[src/rtl/ps2_host_side_port_unit_macros.svh]
// Assertion helpers used by the queue RTL.
`ifndef PS2_HOST_SIDE_PORT_UNIT_MACROS_SVH
`define PS2_HOST_SIDE_PORT_UNIT_MACROS_SVH

// The consequent must hold in the same cycle as the antecedent.
`define PS2HP_ASSERT_SAME(label, clk, rst, ante, cons) \
   label: assert property (@(posedge clk) disable iff (rst) (ante) |-> (cons)) \
      else $error("ps2hp assertion failed");

// The consequent must hold in the cycle after the antecedent.
`define PS2HP_ASSERT_NEXT(label, clk, rst, ante, cons) \
   label: assert property (@(posedge clk) disable iff (rst) (ante) |=> (cons)) \
      else $error("ps2hp assertion failed");

`endif

[src/rtl/ps2hp_pkg.sv]
`timescale 1ns / 1ps
`default_nettype none
package ps2hp_pkg;

   typedef enum logic [1:0] {
      CMD_EDGE  = 2'd0,
      CMD_SEND  = 2'd1,
      CMD_POP   = 2'd2,
      CMD_CLEAR = 2'd3
   } cmd_type;

   typedef enum logic {
      CSR_MIN_INTERVAL = 1'b0,
      CSR_MAX_INTERVAL = 1'b1
   } csr_index_type;

   localparam logic [7:0] MIN_INTERVAL_RESET = 8'd56;
   localparam logic [7:0] MAX_INTERVAL_RESET = 8'd104;

   // Receive bit positions: start at 0, data at 1..8, parity at 9, stop after.
   localparam logic [3:0] RX_PARITY_BIT = 4'd9;
   // Transmit bit positions: data at 0..7, parity at 8, stop at 9, end after.
   localparam logic [3:0] TX_PARITY_BIT = 4'd8;
   localparam logic [3:0] TX_STOP_BIT   = 4'd9;

   typedef struct packed {
      logic       store;
      logic [7:0] data;
   } frame_type;

   typedef struct packed {
      logic       store;
      logic [7:0] data;
      logic       pop;
      logic       clear;
   } queue_op_type;

   typedef struct packed {
      logic       rd_valid;
      logic       stored;
      logic       dropped;
      logic [3:0] fill;
   } queue_status_type;

endpackage
`default_nettype wire

[src/rtl/ps2hp_req_if.sv]
`timescale 1ns / 1ps
`default_nettype none
interface ps2hp_req_if;
   logic       valid;
   logic       ready;
   logic [1:0] cmd;
   logic       data_pin;
   logic [7:0] interval_ticks;
   logic [7:0] tx_byte;

   modport source (output valid, output cmd, output data_pin, output interval_ticks,
                   output tx_byte, input ready);
   modport sink (input valid, input cmd, input data_pin, input interval_ticks,
                 input tx_byte, output ready);
endinterface
`default_nettype wire

[src/rtl/ps2hp_rsp_if.sv]
`timescale 1ns / 1ps
`default_nettype none
interface ps2hp_rsp_if;
   logic       valid;
   logic       ready;
   logic       data_drive;
   logic       busy_res;
   logic [7:0] rx_byte;
   logic       rx_valid;
   logic [3:0] fill_count;
   logic       frame_stored;
   logic       dropped_oldest;

   modport source (output valid, output data_drive, output busy_res, output rx_byte,
                   output rx_valid, output fill_count, output frame_stored,
                   output dropped_oldest, input ready);
   modport sink (input valid, input data_drive, input busy_res, input rx_byte,
                 input rx_valid, input fill_count, input frame_stored,
                 input dropped_oldest, output ready);
endinterface
`default_nettype wire

[src/rtl/ps2_host_side_port_unit.sv]
// Host-side PS/2 port.
// The req channel carries one command per transfer: a falling edge of the
// device clock (with the sampled data pin and the tick count since the last
// edge), a send request, a pop from the receive queue, or a queue clear.
// Every request transfer produces exactly one rsp transfer with the data line
// control, the busy flag, the popped byte, the queue fill and frame status.
// Rsp valid rises in the cycle after the req transfer. One request is
// taken every cycle, limited only by the single result register: req ready is
// high while that register is empty or being taken in the same cycle.
// When the receiver stalls rsp, the result holds and req ready drops until it
// is taken, so no link, queue or result state changes meanwhile.
// The receive queue is a RAM with registered read, read at the tail pointer
// when a pop finds data; one entry is always left free, so it holds at most
// QUEUE_DEPTH-1 bytes and overwrites the oldest byte when full.
// Reset empties the queue, releases the data line, stops any send or receive
// and loads the interval window with 56 and 104 ticks; no clearing pass runs.
// The user must write the window limits via the csr port only while idle; the block does not enforce it.
`timescale 1ns / 1ps
`default_nettype none
module ps2_host_side_port_unit #(
   parameter int QUEUE_DEPTH = 16
) (
   input  wire logic        clock,
   input  wire logic        reset,
   ps2hp_req_if.sink        req_port,
   ps2hp_rsp_if.source      rsp_port,
   input  wire logic        csr_we,
   input  wire logic        csr_index,
   input  wire logic [7:0]  csr_wdata
);

   logic [7:0] min_interval_ff;
   logic [7:0] max_interval_ff;

   logic                        accept;
   ps2hp_pkg::cmd_type          cmd;
   ps2hp_pkg::frame_type        frame;
   ps2hp_pkg::queue_op_type     queue_op;
   ps2hp_pkg::queue_status_type queue_status;
   logic                        line_level_in;
   logic                        sending_in;
   logic [7:0]                  rd_data;

   logic       rsp_valid_ff, rsp_valid_in;
   logic       data_drive_ff;
   logic       busy_ff;
   logic       rx_valid_ff;
   logic [3:0] fill_ff;
   logic       stored_ff;
   logic       dropped_ff;

   always_ff @(posedge clock) begin
      if (reset) begin
         min_interval_ff <= ps2hp_pkg::MIN_INTERVAL_RESET;
         max_interval_ff <= ps2hp_pkg::MAX_INTERVAL_RESET;
      end else if (csr_we) begin
         unique case (ps2hp_pkg::csr_index_type'(csr_index))
            ps2hp_pkg::CSR_MIN_INTERVAL: min_interval_ff <= csr_wdata;
            ps2hp_pkg::CSR_MAX_INTERVAL: max_interval_ff <= csr_wdata;
            default: begin
            end
         endcase
      end
   end

   assign req_port.ready = !rsp_valid_ff || rsp_port.ready;
   assign accept         = req_port.valid && req_port.ready;
   assign cmd            = ps2hp_pkg::cmd_type'(req_port.cmd);

   ps2hp_link u_link (
      .clock          (clock),
      .reset          (reset),
      .accept         (accept),
      .cmd            (cmd),
      .data_pin       (req_port.data_pin),
      .interval_ticks (req_port.interval_ticks),
      .tx_byte        (req_port.tx_byte),
      .min_interval   (min_interval_ff),
      .max_interval   (max_interval_ff),
      .frame          (frame),
      .line_level_in  (line_level_in),
      .sending_in     (sending_in)
   );

   always_comb begin
      queue_op.store = frame.store;
      queue_op.data  = frame.data;
      queue_op.pop   = accept && (cmd == ps2hp_pkg::CMD_POP);
      queue_op.clear = accept && (cmd == ps2hp_pkg::CMD_CLEAR);
   end

   ps2hp_queue #(
      .DEPTH (QUEUE_DEPTH)
   ) u_queue (
      .clock   (clock),
      .reset   (reset),
      .op      (queue_op),
      .status  (queue_status),
      .rd_data (rd_data)
   );

   assign rsp_valid_in = req_port.ready ? accept : rsp_valid_ff;

   always_ff @(posedge clock) begin
      if (reset) begin
         rsp_valid_ff <= 1'b0;
      end else begin
         rsp_valid_ff <= rsp_valid_in;
      end
   end

   always_ff @(posedge clock) begin
      if (accept) begin
         data_drive_ff <= line_level_in;
         busy_ff       <= sending_in;
         rx_valid_ff   <= queue_status.rd_valid;
         fill_ff       <= queue_status.fill;
         stored_ff     <= queue_status.stored;
         dropped_ff    <= queue_status.dropped;
      end
   end

   assign rsp_port.valid          = rsp_valid_ff;
   assign rsp_port.data_drive     = data_drive_ff;
   assign rsp_port.busy_res       = busy_ff;
   assign rsp_port.rx_byte        = rx_valid_ff ? rd_data : 8'd0;
   assign rsp_port.rx_valid       = rx_valid_ff;
   assign rsp_port.fill_count     = fill_ff;
   assign rsp_port.frame_stored   = stored_ff;
   assign rsp_port.dropped_oldest = dropped_ff;

endmodule
`default_nettype wire

[src/rtl/ps2hp_ram.sv]
`timescale 1ns / 1ps
`default_nettype none
module ps2hp_ram #(
   parameter int WIDTH = 8,
   parameter int DEPTH = 16
) (
   input  wire logic                     clock,
   input  wire logic                     we,
   input  wire logic [$clog2(DEPTH)-1:0] waddr,
   input  wire logic [WIDTH-1:0]         wdata,
   input  wire logic                     re,
   input  wire logic [$clog2(DEPTH)-1:0] raddr,
   output      logic [WIDTH-1:0]         rdata
);

   logic [WIDTH-1:0] mem_ff [DEPTH];

   always_ff @(posedge clock) begin
      if (we) begin
         mem_ff[waddr] <= wdata;
      end
      if (re) begin
         rdata <= mem_ff[raddr];
      end
   end

endmodule
`default_nettype wire

[src/rtl/ps2hp_link.sv]
`timescale 1ns / 1ps
`default_nettype none
module ps2hp_link (
   input  wire logic                clock,
   input  wire logic                reset,
   input  wire logic                accept,
   input  wire ps2hp_pkg::cmd_type  cmd,
   input  wire logic                data_pin,
   input  wire logic [7:0]          interval_ticks,
   input  wire logic [7:0]          tx_byte,
   input  wire logic [7:0]          min_interval,
   input  wire logic [7:0]          max_interval,
   output      ps2hp_pkg::frame_type frame,
   output      logic                line_level_in,
   output      logic                sending_in
);

   logic [3:0] bit_index_ff, bit_index_in;
   logic       parity_acc_ff, parity_acc_in;
   logic       parity_seen_ff, parity_seen_in;
   logic       sending_ff;
   logic       line_level_ff;
   logic [7:0] rx_shift_ff, rx_shift_in;
   logic [7:0] tx_shift_ff, tx_shift_in;
   logic       in_window;

   assign in_window = (interval_ticks >= min_interval) && (interval_ticks <= max_interval);

   always_comb begin
      bit_index_in   = bit_index_ff;
      parity_acc_in  = parity_acc_ff;
      parity_seen_in = parity_seen_ff;
      sending_in     = sending_ff;
      line_level_in  = line_level_ff;
      rx_shift_in    = rx_shift_ff;
      tx_shift_in    = tx_shift_ff;
      frame.store    = 1'b0;
      frame.data     = rx_shift_ff;
      if (accept) begin
         unique case (cmd)
            ps2hp_pkg::CMD_EDGE: begin
               if (sending_ff) begin
                  if (bit_index_ff < ps2hp_pkg::TX_PARITY_BIT) begin
                     line_level_in = tx_shift_ff[0];
                     parity_acc_in = parity_acc_ff ^ tx_shift_ff[0];
                     tx_shift_in   = {1'b0, tx_shift_ff[7:1]};
                     bit_index_in  = bit_index_ff + 4'd1;
                  end else if (bit_index_ff == ps2hp_pkg::TX_PARITY_BIT) begin
                     line_level_in = ~parity_acc_ff;
                     bit_index_in  = bit_index_ff + 4'd1;
                  end else if (bit_index_ff == ps2hp_pkg::TX_STOP_BIT) begin
                     line_level_in = 1'b1;
                     bit_index_in  = bit_index_ff + 4'd1;
                  end else begin
                     sending_in   = 1'b0;
                     bit_index_in = 4'd0;
                  end
               end else begin
                  if ((bit_index_ff == 4'd0) || !in_window) begin
                     parity_acc_in = 1'b0;
                     bit_index_in  = 4'd1;
                  end else if (bit_index_ff < ps2hp_pkg::RX_PARITY_BIT) begin
                     rx_shift_in   = {data_pin, rx_shift_ff[7:1]};
                     parity_acc_in = parity_acc_ff ^ data_pin;
                     bit_index_in  = bit_index_ff + 4'd1;
                  end else if (bit_index_ff == ps2hp_pkg::RX_PARITY_BIT) begin
                     parity_seen_in = data_pin;
                     bit_index_in   = bit_index_ff + 4'd1;
                  end else begin
                     bit_index_in = 4'd0;
                     frame.store  = parity_seen_ff != parity_acc_ff;
                  end
               end
            end
            ps2hp_pkg::CMD_SEND: begin
               sending_in    = 1'b1;
               bit_index_in  = 4'd0;
               parity_acc_in = 1'b0;
               tx_shift_in   = tx_byte;
               line_level_in = 1'b0;
            end
            default: begin
            end
         endcase
      end
   end

   always_ff @(posedge clock) begin
      if (reset) begin
         bit_index_ff   <= 4'd0;
         parity_acc_ff  <= 1'b0;
         parity_seen_ff <= 1'b0;
         sending_ff     <= 1'b0;
         line_level_ff  <= 1'b1;
      end else begin
         bit_index_ff   <= bit_index_in;
         parity_acc_ff  <= parity_acc_in;
         parity_seen_ff <= parity_seen_in;
         sending_ff     <= sending_in;
         line_level_ff  <= line_level_in;
      end
   end

   always_ff @(posedge clock) begin
      rx_shift_ff <= rx_shift_in;
      tx_shift_ff <= tx_shift_in;
   end

endmodule
`default_nettype wire

[src/rtl/ps2hp_queue.sv]
`timescale 1ns / 1ps
`default_nettype none
`include "ps2_host_side_port_unit_macros.svh"
module ps2hp_queue #(
   parameter int DEPTH = 16
) (
   input  wire logic                        clock,
   input  wire logic                        reset,
   input  wire ps2hp_pkg::queue_op_type     op,
   output      ps2hp_pkg::queue_status_type status,
   output      logic [7:0]                  rd_data
);

   localparam int AW = $clog2(DEPTH);
   localparam logic [AW-1:0] LAST_SLOT = AW'(DEPTH - 1);
   localparam logic [AW:0]   DEPTH_W   = (AW + 1)'(DEPTH);

   logic [AW-1:0] head_ff, head_in;
   logic [AW-1:0] tail_ff, tail_in;
   logic [AW:0]   occupancy;

   function automatic logic [AW-1:0] wrap_next(input logic [AW-1:0] p);
      wrap_next = (p == LAST_SLOT) ? '0 : p + AW'(1);
   endfunction

   always_comb begin
      head_in         = head_ff;
      tail_in         = tail_ff;
      status.rd_valid = 1'b0;
      status.stored   = 1'b0;
      status.dropped  = 1'b0;
      if (op.clear) begin
         head_in = '0;
         tail_in = '0;
      end else if (op.pop) begin
         if (head_ff != tail_ff) begin
            status.rd_valid = 1'b1;
            tail_in         = wrap_next(tail_ff);
         end
      end else if (op.store) begin
         head_in       = wrap_next(head_ff);
         status.stored = 1'b1;
         if (head_in == tail_ff) begin
            tail_in        = wrap_next(tail_ff);
            status.dropped = 1'b1;
         end
      end
      if (head_in >= tail_in) begin
         occupancy = {1'b0, head_in} - {1'b0, tail_in};
      end else begin
         occupancy = {1'b0, head_in} + DEPTH_W - {1'b0, tail_in};
      end
      status.fill = 4'(occupancy);
   end

   always_ff @(posedge clock) begin
      if (reset) begin
         head_ff <= '0;
         tail_ff <= '0;
      end else begin
         head_ff <= head_in;
         tail_ff <= tail_in;
      end
   end

   ps2hp_ram #(
      .WIDTH (8),
      .DEPTH (DEPTH)
   ) u_store (
      .clock (clock),
      .we    (op.store),
      .waddr (head_ff),
      .wdata (op.data),
      .re    (status.rd_valid),
      .raddr (tail_ff),
      .rdata (rd_data)
   );

   `PS2HP_ASSERT_NEXT(a_clear_empties, clock, reset, op.clear, head_ff == tail_ff)
   `PS2HP_ASSERT_NEXT(a_store_not_empty, clock, reset, op.store && !op.clear && !op.pop,
                      head_ff != tail_ff)
   `PS2HP_ASSERT_NEXT(a_pop_advances, clock, reset, status.rd_valid,
                      tail_ff != $past(tail_ff))

endmodule
`default_nettype wire

[src/flat_wrapper.sv]
// flat-port wrapper written by rule: the top's interface ports become plain ports
module ps2_host_side_port_unit_flat 
#(
   parameter int QUEUE_DEPTH = 16
)
  (clock, reset, csr_we, csr_index, csr_wdata, req_port_valid, req_port_cmd, req_port_data_pin, req_port_interval_ticks, req_port_tx_byte, req_port_ready, rsp_port_valid, rsp_port_data_drive, rsp_port_busy_res, rsp_port_rx_byte, rsp_port_rx_valid, rsp_port_fill_count, rsp_port_frame_stored, rsp_port_dropped_oldest, rsp_port_ready);
  ps2hp_req_if req_port_i ();
  ps2hp_rsp_if rsp_port_i ();
  input  wire logic clock;
  input  wire logic reset;
  input  wire logic csr_we;
  input  wire logic csr_index;
  input  wire logic [7:0] csr_wdata;
  input wire logic [$bits(req_port_i.valid)-1:0] req_port_valid;
  input wire logic [$bits(req_port_i.cmd)-1:0] req_port_cmd;
  input wire logic [$bits(req_port_i.data_pin)-1:0] req_port_data_pin;
  input wire logic [$bits(req_port_i.interval_ticks)-1:0] req_port_interval_ticks;
  input wire logic [$bits(req_port_i.tx_byte)-1:0] req_port_tx_byte;
  output wire logic [$bits(req_port_i.ready)-1:0] req_port_ready;
  output wire logic [$bits(rsp_port_i.valid)-1:0] rsp_port_valid;
  output wire logic [$bits(rsp_port_i.data_drive)-1:0] rsp_port_data_drive;
  output wire logic [$bits(rsp_port_i.busy_res)-1:0] rsp_port_busy_res;
  output wire logic [$bits(rsp_port_i.rx_byte)-1:0] rsp_port_rx_byte;
  output wire logic [$bits(rsp_port_i.rx_valid)-1:0] rsp_port_rx_valid;
  output wire logic [$bits(rsp_port_i.fill_count)-1:0] rsp_port_fill_count;
  output wire logic [$bits(rsp_port_i.frame_stored)-1:0] rsp_port_frame_stored;
  output wire logic [$bits(rsp_port_i.dropped_oldest)-1:0] rsp_port_dropped_oldest;
  input wire logic [$bits(rsp_port_i.ready)-1:0] rsp_port_ready;
  assign req_port_i.valid = req_port_valid;
  assign req_port_i.cmd = req_port_cmd;
  assign req_port_i.data_pin = req_port_data_pin;
  assign req_port_i.interval_ticks = req_port_interval_ticks;
  assign req_port_i.tx_byte = req_port_tx_byte;
  assign req_port_ready = req_port_i.ready;
  assign rsp_port_valid = rsp_port_i.valid;
  assign rsp_port_data_drive = rsp_port_i.data_drive;
  assign rsp_port_busy_res = rsp_port_i.busy_res;
  assign rsp_port_rx_byte = rsp_port_i.rx_byte;
  assign rsp_port_rx_valid = rsp_port_i.rx_valid;
  assign rsp_port_fill_count = rsp_port_i.fill_count;
  assign rsp_port_frame_stored = rsp_port_i.frame_stored;
  assign rsp_port_dropped_oldest = rsp_port_i.dropped_oldest;
  assign rsp_port_i.ready = rsp_port_ready;
  ps2_host_side_port_unit #(.QUEUE_DEPTH(QUEUE_DEPTH)) u_core (.clock(clock), .reset(reset), .req_port(req_port_i), .rsp_port(rsp_port_i), .csr_we(csr_we), .csr_index(csr_index), .csr_wdata(csr_wdata));
endmodule
[config.mk]
export PLATFORM = sky130hd
export DESIGN_NAME = ps2_host_side_port_unit_flat
export DESIGN_NICKNAME = d
export VERILOG_FILES = /design/src/rtl/ps2hp_pkg.sv /design/src/rtl/ps2hp_req_if.sv /design/src/rtl/ps2hp_rsp_if.sv /design/src/rtl/ps2_host_side_port_unit.sv /design/src/rtl/ps2hp_ram.sv /design/src/rtl/ps2hp_link.sv /design/src/rtl/ps2hp_queue.sv /design/src/flat_wrapper.sv
export VERILOG_INCLUDE_DIRS = /design/src /design/src/rtl
export SDC_FILE = /design/constraint.sdc
export NUM_CORES = 1
export LEC_CHECK = 0
export BUFFER_PORTS_ARGS = -buffer_cell sky130_fd_sc_hd__buf_4
export CAP_MARGIN = 20
export CORE_UTILIZATION = 45
export DETAILED_ROUTE_END_ITERATION = 10
export RECOVER_POWER = 50
export SLEW_MARGIN = 20
export SYNTH_ARGS = -nofsm -noshare
export SYNTH_HDL_FRONTEND = slang
export SYNTH_SLANG_ARGS = --single-unit
[constraint.sdc]
create_clock -name clock -period 3 [get_ports clock]
set_input_delay 0.45 -clock clock [delete_from_list [all_inputs] [get_ports clock]]
set_output_delay 0.45 -clock clock [all_outputs]
set_load 0.01 [all_outputs]
==> impl.org, run 1 <==
** Outcome
- Outcome :: complete, but fails checks
- The final reports fail on negative setup slack.

** Min path
- Kind of path behind the tightest hold check :: input port to flop

** Critical path
- At the worst endpoint, the required time is 3.19 ns.
- STA classifies the critical path endpoint as a flop.
- Critical Path Source Type :: flop
- Crit Path Category :: flop to flop
- For the worst setup path, the data arrival time is 3.33 ns.
- Maximum cell stage delay along the critical path :: 0.58 ns
- Slack of the worst reg-to-reg path :: -0.14 ns
- Cell type of the slowest stage on the worst timing path :: or4_4
- Maximum fanout along the worst path :: 4
- Walking the worst path, the cells encountered are inv_2 -> ha_4 -> nor2b_1 -> o211ai_1 -> a21oi_4 -> or4_4 -> nor3_4 -> o21ai_2 -> a211o_2 -> ha_4 -> a21oi_2 -> xor2_1 -> xnor2_1.
- Most repeated library cell on the critical path :: ha_4

** Route
- For this block, the via count after detailed routing is 5566.
- After detailed routing, the number of remaining DRC violations is 0.
- In the routed layout, each cell is associated on average with a via count of 5.436.
- Number of optimization iterations in the first detailed-route pass :: 7
- First-iteration detailed-routing DRC count :: 337
- Routed wire length per instance :: 18.54 um
- Wires add up to 18990 um.
- Number of nets with antenna violations after routing :: 0

** Die
- For this design the top-level I/O count stands at 52.
- The die is 140.0 um wide.
- For this configuration, the core starts out at a cell density of 45.84%.
- DIE HEIGHT :: 140.0 um
- The total area inside the core boundary comes to 0.01871 mm2.
- Floorplan die area :: 0.01961 mm2
- The initialized floorplan defines 50 standard-cell rows.

** Synthesis
- The most used flip-flop cell after synthesis is edfxtp_1.
- Unique masters post-synth :: 54
- Post-Syn Instances :: 635
- The Yosys step of the flow raised 0 warnings.
- In this run, synthesis inferred 161 flip-flops with an integrated enable.
- After synthesis the netlist holds a flip-flop and latch count of 194.
- The cell area that synthesis handed to floorplanning was 0.008574 mm2.
- After synthesis, flip-flops and latches occupy 64.09% of the total area.
- After synthesis, the mean cell area works out to 13.50 um2.
- When the netlist entered floorplanning its net count stood at 697.
- Async S/R FF share, synth :: 0%

** Run
- Max Cap Violations :: 0

** Clock network
- Clock Sinks :: 194
- The later pin in the worst-skew pair is clocked with a latency of 0.44 ns.
- Level count of the clock H-tree :: 4
- The longest clock path from root to sink contains 2 buffers.
- CTS tree :: built
- The number of clock buffers added by TritonCTS is 17.
- After clock tree synthesis, the clock-pin slew on the worst setup and hold paths is 0.07 ns.
- Clock tree synthesis selected as its root buffer the cell clkbuf_16.

** Global routing
- Summed over all layers, the global routing overflow is 0.
- The via count of the first global-routing pass was 5690.
- The first global-routing pass estimated 29870 um of wire.
- The number of antenna violations at the first check in global routing came to 0.
- Entering global routing, the biggest net connects 35 pins.
- Global Route Usage Sum :: 20.31%

** STA
- Hold timing on the final database bottoms out at a slack of 0.2207 ns.
- For the pin with the worst max-slew slack, the measured transition is 0.7881 ns.
- After layout, the worst setup slack is -0.1394 ns.
- Counting I/O delays and the setup requirement, the final critical path takes 3.139 ns.
- Relative slew slack :: 47.35%
- Final Max Slew Viols :: 0
- Clock skew after layout :: 0.01227 ns
- Derived from the worst setup path, the maximum achievable clock frequency is 318.5 MHz.
- Number of endpoints failing setup at the final stage :: 1
- The final hold violation count came to 0.
- Setup repair after global routing missed its margin :: true
- Final critical-path share of the clock period :: 104.6%
- Setup total negative slack on the finished layout was measured at -0.1394 ns.

** Layout
- In the final design database the tool counted 839 nets.
- Excluding fillers, the count of instances in the completed layout stands at 1024.
- Share of layout cells above drive strength 1 :: 30.25%
- The number of antenna diodes in the final layout is 0.
- Post-route core utilization :: 56.56%
- Compared with the post-synthesis result, the final layout area differs by 23.38%.

** Power
- Post-layout total power :: 5368 uW
- The worst-case IR drop observed on VDD is 0.4008 mV.
- In this run the power density over the cells is 507.4 mW/mm2.
- The analysis attributes to cell leakage a power of 0.003811 uW.

** Placement
- Buffers on Ports :: 51
- Gp weighted congestion :: 0.8873
- Detail Placement HPWL :: 13070 um
- Once placement completed, the tool counted placed cells totaling 978.
state kept, by name (all words and copies together), names as in the netlist:
signal	count
u_core.u_queue.u_store.mem_ff	128
u_core.max_interval_ff	8
u_core.min_interval_ff	8
u_core.u_link.rx_shift_ff	8
u_core.u_link.tx_shift_ff	8
u_core.u_queue.u_store.rdata	8
u_core.rsp_port.fill_count	4
u_core.u_link.bit_index_ff	4
u_core.u_queue.head_ff	4
u_core.u_queue.tail_ff	4
u_core.rsp_port.busy_res	1
u_core.rsp_port.data_drive	1
u_core.rsp_port.dropped_oldest	1
u_core.rsp_port.frame_stored	1
u_core.rsp_port.rx_valid	1
u_core.rsp_port.valid	1
u_core.u_link.line_level_ff	1
u_core.u_link.parity_acc_ff	1
u_core.u_link.parity_seen_ff	1
u_core.u_link.sending_ff	1
timing repair:
item / in CTS / in global routing
buffers inserted: 9 / 5
resized for setup: 12 / 26
endpoints found under the setup margin: 3 / 3
pin swaps: 7 / 4
cloned: 0 / 0
hold buffers: 0 / 0
cell usage after synthesis (all sizes together) (10+ instances only):
master	number	area (um2)
edfxtp	161	4835
nand2	63	236.5
a21oi	38	190.2
nor2	36	135.1
dfxtp	33	660.6
inv	31	116.4
o21ai	31	158.9
mux2i	30	300.3
ha	28	350.3
and2	16	100.1
mux4	16	360.4
clkbuf	15	56.30
mux2	15	168.9
buf	11	58.80
nor3	11	66.32
a22oi	10	75.07
where the power goes:
part / internal [uW] / leakage, uW / switching [uW] / total [uW]
registers: 2900 / 0.00173 / 13.1 / 2920
logic: 110 / 0.00180 / 122 / 232
clock network: 1180 / 0.000281 / 1040 / 2220
cell usage in the layout (no fill, tap or decap), types with 7 or more instances in the layout:
cell type,instances
edfxtp_1,161
buf_4,132
nand2_1,62
nor2_1,33
a21oi_1,32
mux2i_1,30
dfxtp_1,28
inv_1,27
o21ai_0,25
ha_1,22
clkbuf_16,17
clkbuf_1,17
mux4_2,16
mux2_2,15
a22oi_1,10
nor3_1,9
a221oi_1,9
and2_0,8
and2_1,8
nor2b_1,7
xor2_1,7
stage by stage:
stage | area [um2] | setup slack (ns)
finish | 10580 | -0.1394
global route | 10580 | -0.2874
CTS | 10490 | -0.1463
detailed placement | 9803 | -0.3748
global placement | 9803 | -0.2673
floorplan | 8613 | -0.07393
cell families after synthesis:
family / after synthesis / share of synthesized area, %
compound gates: 111 / 8.055
xor+xnor: 13 / 1.328
fa+ha+maj: 29 / 4.319
buf+inv: 57 / 2.699
flops: 194 / 64.09
mux: 61 / 9.675
simple gates: 170 / 9.835
worst max-delay path, delay by kind of cell, from the launching register on:
kind                       cells  cell delay (ns)
adders and majority gates      2             0.44
DFF                            1             0.34
xor gates and xnor gates       2             0.27
buffers and inverters          1             0.05
AOI/OAI and AO/OA              5             0.93
and+or+nand+nor                3             0.86
worst paths after layout:
| kind | from | endpoint | cells after the start |
|---|---|---|---|
| setup / recovery | u_core.max_interval_ff[1]$_SDFFE_PP0P_ | u_core.rsp_port.fill_count[3]$_DFFE_PP_ | 13 |
| hold reg to reg | u_core.min_interval_ff[1]$_SDFFE_PP0P_ | u_core.min_interval_ff[1]$_SDFFE_PP0P_ | 2 |
| hold / removal | csr_wdata[3] | u_core.min_interval_ff[3]$_SDFFE_PP1P_ | 2 |
| setup reg to reg | u_core.max_interval_ff[1]$_SDFFE_PP0P_ | u_core.rsp_port.fill_count[3]$_DFFE_PP_ | 13 |
layout make-up:
class | instances | area (um2)
clock buffer | 19 | 432.9
clock inverter | 13 | 145.1
fill | 1551 | 8127
inverter | 31 | 121.4
multi-input combinational | 384 | 3017
sequential | 194 | 5504
tap | 234 | 292.8
timing repair buffer | 149 | 1066
per-layer routing:
metal  vias to the layer above  global-route usage [%]  part of all wire [%]
li1                       2661                       -                     -
met1                      2713                   23.59                    41
met2                       158                   36.66                    53
met3                        34                   4.034                   3.7
met4                         0                   8.329                   2.6
met5                         -                       0                     0
(Power assumes the default switching activity.)
==> inputs of run 2 (changes only) <==
BUFFER_PORTS_ARGS = -buffer_cell sky130_fd_sc_hd__clkbuf_2   (was -buffer_cell sky130_fd_sc_hd__buf_4)
CORE_UTILIZATION = 55   (was 45)
PLACE_DENSITY = 0.76   (was unset)
==> impl.org, run 2 (same netlist as run 1, synthesis figures left out) <==
** Layout
- The library cells used most frequently in the layout, excluding fill and tap cells, are 161 x edfxtp_1, 84 x buf_4, 63 x nand2_1, 36 x clkbuf_2, 35 x nor2_1.
- The sequential cell area came to 0.005502 mm2 (about the same).
- The net count reported at finish came to 829 (-1.2%).
- Most frequent standard cell in the layout excluding fill and tap cells :: edfxtp_1
- Biggest register :: u_core.u_queue.u_store.mem_ff
- The final non-filler cell total was 966 (-5.7%).
- Post-route core utilization :: 67.92% (+11 points)
- The total of fill cells in the finished design came to 1025 (-34%).
- The flip-flop count of the largest register after layout is 128 (unchanged).
- Multi-input gate area :: 0.002962 mm2 (-1.8%)
- Area overhead of the layout relative to synthesis :: 20.41%
- Finished Cell Area :: 0.01032 mm2 (-2.4%)
- The proportion of layout cells with a drive suffix above 1 came to 27.63% (-2.6 points).
- The number of diodes was 0 (unchanged).

** Power
- Power density over cell area :: 530.0 mW/mm2 (+4.5%)
- Peak supply drop :: 0.3724 mV (-7.1%)
- The total power came to 5473 uW (+2.0%).
- The static power due to leakage is 0.003742 uW (-1.8%).

** Critical path
- The worst setup path is captured at a flop.
- Data arrival time at the worst-slack endpoint :: 3.42 ns (+0.09 ns)
- Worst setup path startpoint :: u_core.u_link.bit_index_ff[0]$_SDFFE_PP0P_
- Source of the worst register-to-register timing path :: u_core.u_link.bit_index_ff[0]$_SDFFE_PP0P_
- Critical Path Source Type :: flop
- Maximum fanout along the worst path :: 3 (-1)
- By startpoint and endpoint, the worst setup path is classified as flop to flop.
- The worst endpoint required time is 3.17 ns (-0.02 ns).

** Outcome
- The run finished, with violations left.
- The final reports fail on max-capacitance violations, max-slew violations, negative setup slack.

** Placement
- The worst slack at placement is -0.3978 ns (-0.02305 ns).
- The global placement routability congestion came to 0.9069 (+2.2%).
- The post-placement cell area is 0.009550 mm2 (-2.6%).
- The post-placement cell count is 923 (-5.6%).
- The HPWL reported at the end of detailed placement came to 12520 um (-4.2%).
- Buffers on Ports :: 51 (unchanged)

** Global routing
- The number of antenna violations at the first check in global routing was 0 (unchanged).
- Grt total ovfl :: 0 (unchanged)
- The overall routing resource usage was 24.61% (+4.3 points).
- Maximum number of pins on one net before global-route repair :: 51 (+46%)
- Number of global-route vias before repair :: 5718 (+0.49%)
- The first-pass GRT wire length is 29450 um (-1.4%).

** Route
- The per-cell routed wire length came to 19.55 um (+5.5%).
- The first-pass iteration count of the detailed router was 5 (-2).
- The DRC violations left is 0 (unchanged).
- The DRC violation total after the first TritonRoute iteration came to 428 (+27%).
- The total number of vias is 5641 (+1.3%).
- Detailed Route WL :: 18890 um (-0.51%)
- The vias per cell is 5.840 (+7.4%).
- The final antenna-violating net count is 0 (unchanged).

** Die
- The number of rows in the core area came to 45 (-10%).
- Floorplan die area :: 0.01609 mm2 (-18%)
- DIE HEIGHT :: 126.9 um (-9.4%)
- Count of pins on the block boundary :: 52 (unchanged)
- Width of the chip :: 126.9 um (-9.4%)
- Effective utilization at floorplan :: 56.40% (+11 points)
- Std-Cell Core Area :: 0.01520 mm2 (-19%)

** Min path
- The min-delay analysis places its worst path in the category input port to flop.
- The startpoint identified for the worst hold timing path is csr_wdata[4].

** STA
- The final count of negative-setup-slack endpoints is 3 (+2).
- Final Max Slew Viols :: 23 (+23)
- The final worst setup slack is -0.2513 ns (-0.1119 ns).
- Setup repair after global routing could not meet its margin everywhere.
- The worst clock skew on the final layout came to 0.01172 ns (-0.0005561 ns).
- Relative slew slack :: -0.004012% (-47 points)
- Final critical-path share of the clock period :: 108.4% (+3.7 points)
- Final hold violations :: 0 (unchanged)
- Highest clock rate :: 307.6 MHz (-3.4%)
- The final critical delay including setup and external delays came to 3.251 ns (+0.1119 ns).
- The pin slew with the least headroom to its limit was 1.500 ns (+0.7119 ns).

** Clock network
- CTS tree :: built
- The number of buffers on the longest clock path is 2 (unchanged).
- The root buffer cell chosen for the clock tree is clkbuf_16.
- Number of clock buffers inserted by TritonCTS :: 17 (unchanged)
- Clock latency on the worst-skew pair :: 0.43 ns (about the same)
- Post-CTS clock slew at the launch and capture registers of the worst setup and hold paths :: 0.07 ns (about the same)
- The number of H-tree levels was 4 (unchanged).
- Number of buffers inserted for hold repair after clock tree synthesis :: 0 (unchanged)
- Clock Sinks :: 194 (unchanged)

** Run
- The number of max-capacitance violations reported is 1 (+1).
-- run 2: power by group --
part / internal (uW) / total [uW] / switching [uW]
clock: 1390 / 2350 / 955
combinational: 92.1 / 209 / 117
sequential: 2900 / 2920 / 12.4
-- run 2: worst paths after layout --
kind	end	slack [ns]	depth (start not counted)
min	u_core.min_interval_ff[4]$_SDFFE_PP1P_	0.24	2
min reg2reg	u_core.min_interval_ff[7]$_SDFFE_PP0P_	0.46	2
max	u_core.rsp_port.fill_count[3]$_DFFE_PP_	-0.25	14
max reg2reg	u_core.rsp_port.fill_count[3]$_DFFE_PP_	-0.25	14
-- run 2: per-stage QoR --
stage / hold slack, ns / setup TNS (ns)
2_1_floorplan: 0.4363 / -0.07393
3_3_place_gp: 0.4452 / -0.7848
3_5_place_dp: 0.4484 / -1.039
4_1_cts: 0.2261 / -0.3825
5_1_grt: 0.2378 / -0.7530
6_report: 0.2412 / -0.4611
-- run 2: cell type report --
type | count | share of cell area, %
clock buffer | 18 | 4.157
clock inverter | 12 | 1.733
inverter | 31 | 1.175
multi-input combinational | 384 | 28.68
sequential | 194 | 53.28
tap | 188 | 2.278
timing repair buffer | 139 | 8.689
-- run 2: what timing repair did --
item	in CTS	in global routing
cloned	0	0
endpoints found under the setup margin	3	3
setup buffers	11	2
pin swaps	3	1
resized for setup	19	9
endpoints found under the hold margin	0	0
-- run 2: critical path: stages (launching register included) --
cell and delay [ns]:
dfxtp_4 0.38, inv_4 0.05, ha_4 0.16, or2_1 0.22, a21oi_2 0.15, buf_4 0.13, nand4_1 0.11, or4_4 0.58
nor3_4 0.16, o21ai_2 0.08, a211o_2 0.32, ha_4 0.22, a21oi_2 0.15, xor2_1 0.20, xnor2_1 0.08
-- run 2: metal layers --
layer	wire length (um)	GRT usage [%]
met1	7710	29.45
met2	9482	42.66
met3	989	4.513
met4	708	12.75
met5	0	0
==> inputs of run 3 (changes only) <==
PLACE_DENSITY = 0.73   (was 0.76)
REMOVE_ABC_BUFFERS = 1   (was unset)
clock period = 4.21 ns   (was 3 ns; I/O delays follow)
==> impl.org, run 3 (same netlist as run 1, synthesis figures left out) <==
** Critical path
- The length in cells of the worst reg-to-reg path came to 13 (-1).
- Maximum fanout along the worst path :: 6 (+3)
- R2R Path End :: u_core.rsp_port.fill_count[3]$_DFFE_PP_
- Cell type of the slowest stage on the worst timing path :: or4_4
- Critical Path Source Type :: flop
- The worst endpoint required time was 4.38 ns (+1.21 ns).
- The critical path goes through inv_1 -> ha_1 -> or2_1 -> a21oi_1 -> nand4_1 -> or4_4 -> nor3_4 -> o21ai_2 -> a211o_2 -> ha_1 -> a21oi_1 -> xor2_1 -> xnor2_1.
- Slack of the worst reg-to-reg path :: 0.64 ns (+0.89 ns)
- Source of the worst register-to-register timing path :: u_core.u_link.bit_index_ff[0]$_SDFFE_PP0P_
- Maximum cell stage delay along the critical path :: 0.49 ns (-0.09 ns)
- Data arrival time at the worst-slack endpoint :: 3.75 ns (+0.33 ns)
- Endpoint class of the critical path :: flop
- The setup path with the least slack is of type flop to flop.

** Clock network
- TritonCTS built the clock tree.
- Max Buffers Root-to-Sink :: 2 (unchanged)
- The clock slew seen by the registers of the worst setup and hold paths is 0.07 ns (about the same).
- The count of instances resized after the clock tree is built was 0 (-19).
- The clock latency of the later-clocked register in the worst-skew pair was 0.43 ns (about the same).
- Number of clock buffers inserted by TritonCTS :: 17 (unchanged)
- The buffer count from post-CTS setup fixing is 0 (-11).
- The number of H-tree levels came to 4 (unchanged).
- Root buf cell :: clkbuf_16
- The hold buffer count at CTS came to 0 (unchanged).
- The number of clock sinks was 194 (unchanged).

** Power
- Net load switching power :: 786.5 uW (-27%)
- The internal power consumption came to 2998 uW (-32%).
- Power density over cell area :: 391.4 mW/mm2 (-26%)
- The worst vdd rail ir drop is 0.2687 mV (-28%).
- Register share of total power :: 54.9% (+1.6 points)
- The static power due to leakage came to 0.003369 uW (-10%).
- The net switching fraction of the power is 20.78% (+0.97 points).
- Clock power share :: 41.8% (-1.1 points)
- Comb power frac :: 3.3% (-0.5 points)

** Placement
- Dpl cell area :: 0.009107 mm2 (-4.6%)
- Buffers on Ports :: 51 (unchanged)
- Setup slack after placement :: 0.3615 ns (+0.7594 ns)
- The post-placement cell count was 868 (-6.0%).
- The global placement routability congestion is 0.8910 (-1.8%).
- The HPWL reported at the end of detailed placement came to 11480 um (-8.3%).

** Route
- Total number of vias :: 5182 (-8.1%)
- Number of optimization iterations in the first detailed-route pass :: 5 (unchanged)
- The vias per cell is 5.758 (-1.4%).
- Routed wire length per instance :: 18.51 um (-5.4%)
- The total wirelength of the detailed-routed design came to 16660 um (-12%).
- DRC violation count after routing :: 0 (unchanged)
- The DRC violation total after the first TritonRoute iteration is 336 (-21%).
- The final antenna-violating net count is 0 (unchanged).

** Layout
- Share of layout cells above drive strength 1 :: 17.84% (-9.8 points)
- The final cell area excluding filler cells is 0.009669 mm2 (-6.3%).
- The final non-filler cell total was 900 (-6.8%).
- Final net count :: 761 (-8.2%)
- Flip-flop count of the largest register, all copies and words added :: 128 (unchanged)
- Highest-count cells in the layout ignoring fill and taps :: 161 x edfxtp_1, 63 x nand2_1, 38 x a21oi_1, 36 x nor2_1, 34 x clkbuf_2
- The library cell used most frequently in the layout, excluding fill and tap cells, is edfxtp_1.
- The total of fill cells in the finished design came to 1151 (+12%).
- The register with the most flip-flops in the final layout is u_core.u_queue.u_store.mem_ff.
- Area overhead of the layout relative to synthesis :: 12.77%
- The number of diodes came to 0 (unchanged).

** Global routing
- Number of global-route vias before repair :: 5320 (-7.0%)
- The first-pass GRT wire length was 27370 um (-7.1%).
- Grt total ovfl :: 0 (unchanged)
- The number of antenna violations at the first check in global routing was 0 (unchanged).
- Global Route Usage Sum :: 22.70% (-1.9 points)
- The maximum number of pins on one net before global-route repair is 36 (-29%).

** STA
- The maximum clock frequency was 279.8 MHz (-9.0%).
- Number of endpoints failing setup at the final stage :: 0 (-3)
- Relative slew slack :: 2.732% (+2.7 points)
- The final hold violation count was 0 (unchanged).
- The pin slew with the least headroom to its limit came to 1.459 ns (-0.04104 ns).
- The worst clock skew on the final layout is 0.006512 ns (-0.005206 ns).
- Setup repair after global routing left no endpoint under its margin.
- The final critical delay including setup and external delays came to 3.574 ns (+0.3230 ns).
- Setup ws final :: 0.6357 ns (+0.8870 ns)
- Final Max Slew Viols :: 0 (-100%)
- The final cycle utilization of the critical path came to 84.90% (-23 points).

** Run
- The number of max-capacitance violations reported was 0 (-1).

** Outcome
- The flow ran to the end, and the final reports show no timing, DRC or antenna violations.

** Die
- DIE HEIGHT :: 126.9 um (unchanged)
- Std-Cell Core Area :: 0.01520 mm2 (unchanged)
- The number of primary I/O pins is 52 (unchanged).
- The number of rows in the core area came to 45 (unchanged).
- The horizontal die dimension was 126.9 um (unchanged).
- Floorplan die area :: 0.01609 mm2 (unchanged)
- Effective utilization at floorplan :: 56.40% (unchanged)

** Min path
- The worst hold path begins at csr_wdata[5].
- The worst hold path terminates at u_core.min_interval_ff[5]$_SDFFE_PP1P_.
- The depth of the worst hold-timing path was 2 (unchanged).
- In this run the worst hold path is classified as input port to flop.
[run 3: cell count changes in the layout (fill, tap and decap cells not counted), moves of 3 or more]
cell	previous run	this run
a21oi_1	33	38
a21oi_2	5	0
buf_4	84	20
clkinv_4	0	3
clkinvlp_4	1	4
ha_1	24	28
ha_4	3	0
inv_1	28	31
o21ai_0	25	30
o21ai_1	3	0
[run 3: cell type report]
class / instances / area [um2] / share of cell area, %
clock inverters: 15 / 157.7 / 1.630
clock buffers: 17 / 425.4 / 4.400
repair buffers: 71 / 384.1 / 3.973
inverters: 31 / 116.4 / 1.203
well taps: 188 / 235.2 / 2.433
flip-flops and latches: 194 / 5497 / 56.85
multi-input cells: 384 / 2854 / 29.52
[run 3: layer usage]
metal  GRT usage, %  wire [um]  up-vias
met5              0          0        -
met4          7.423        258        0
met3          5.314        728       23
met2          39.53       8490      128
met1          28.01       7177     2527
li1               -          -     2504
[run 3: how the worst max path moves through the flow]
| stage | startpoint | endpoint | slack (ns) | cells past startpoint |
|---|---|---|---|---|
| finish | u_core.u_link.bit_index_ff[0]$_SDFFE_PP0P_ | u_core.rsp_port.fill_count[3]$_DFFE_PP_ | 0.64 | 13 |
| global route | u_core.u_link.bit_index_ff[0]$_SDFFE_PP0P_ | u_core.rsp_port.fill_count[3]$_DFFE_PP_ | 0.37 | 15 |
| CTS | u_core.u_link.bit_index_ff[0]$_SDFFE_PP0P_ | u_core.rsp_port.fill_count[3]$_DFFE_PP_ | 0.67 | 13 |
| detailed placement | req_port_interval_ticks[2] | u_core.rsp_port.fill_count[3]$_DFFE_PP_ | 0.36 | 14 |
| global placement | req_port_interval_ticks[2] | u_core.rsp_port.fill_count[3]$_DFFE_PP_ | 0.46 | 14 |
| floorplan | u_core.u_queue.tail_ff[0]$_SDFF_PP0_ | u_core.rsp_port.fill_count[3]$_DFFE_PP_ | -0.11 | 10 |
[run 3: through the flow]
step,TNS [ns],util (%),total power (uW),hold WS [ns]
finish,0,63.60,3784,0.4165
global route,0,63.60,3897,0.4008
CTS,0,63.74,3810,0.4019
detailed placement,0,59.91,2245,0.4499
global placement,0,59.91,2239,0.4452
floorplan,-0.1071,-,2191,0.4303
[run 3: critical path: cells and delay by family, from the launching register on]
| family | cells | cell delay (ns) |
|---|---|---|
| xor gates and xnor gates | 2 | 0.27 |
| and+or+nand+nor | 4 | 1.08 |
| AOI/OAI and AO/OA | 4 | 0.89 |
| buffers and inverters | 1 | 0.12 |
| adders and majority gates | 2 | 0.52 |
| DFF | 1 | 0.43 |
[run 3: power groups by stage]
stage,Combinational [uW],Sequential (uW),Clock (uW)
6_report,123,2080,1580
5_1_grt,139,2080,1680
4_1_cts,125,2080,1610
3_5_place_dp,125,2120,0
3_3_place_gp,119,2120,0
2_1_floorplan,70.9,2120,0
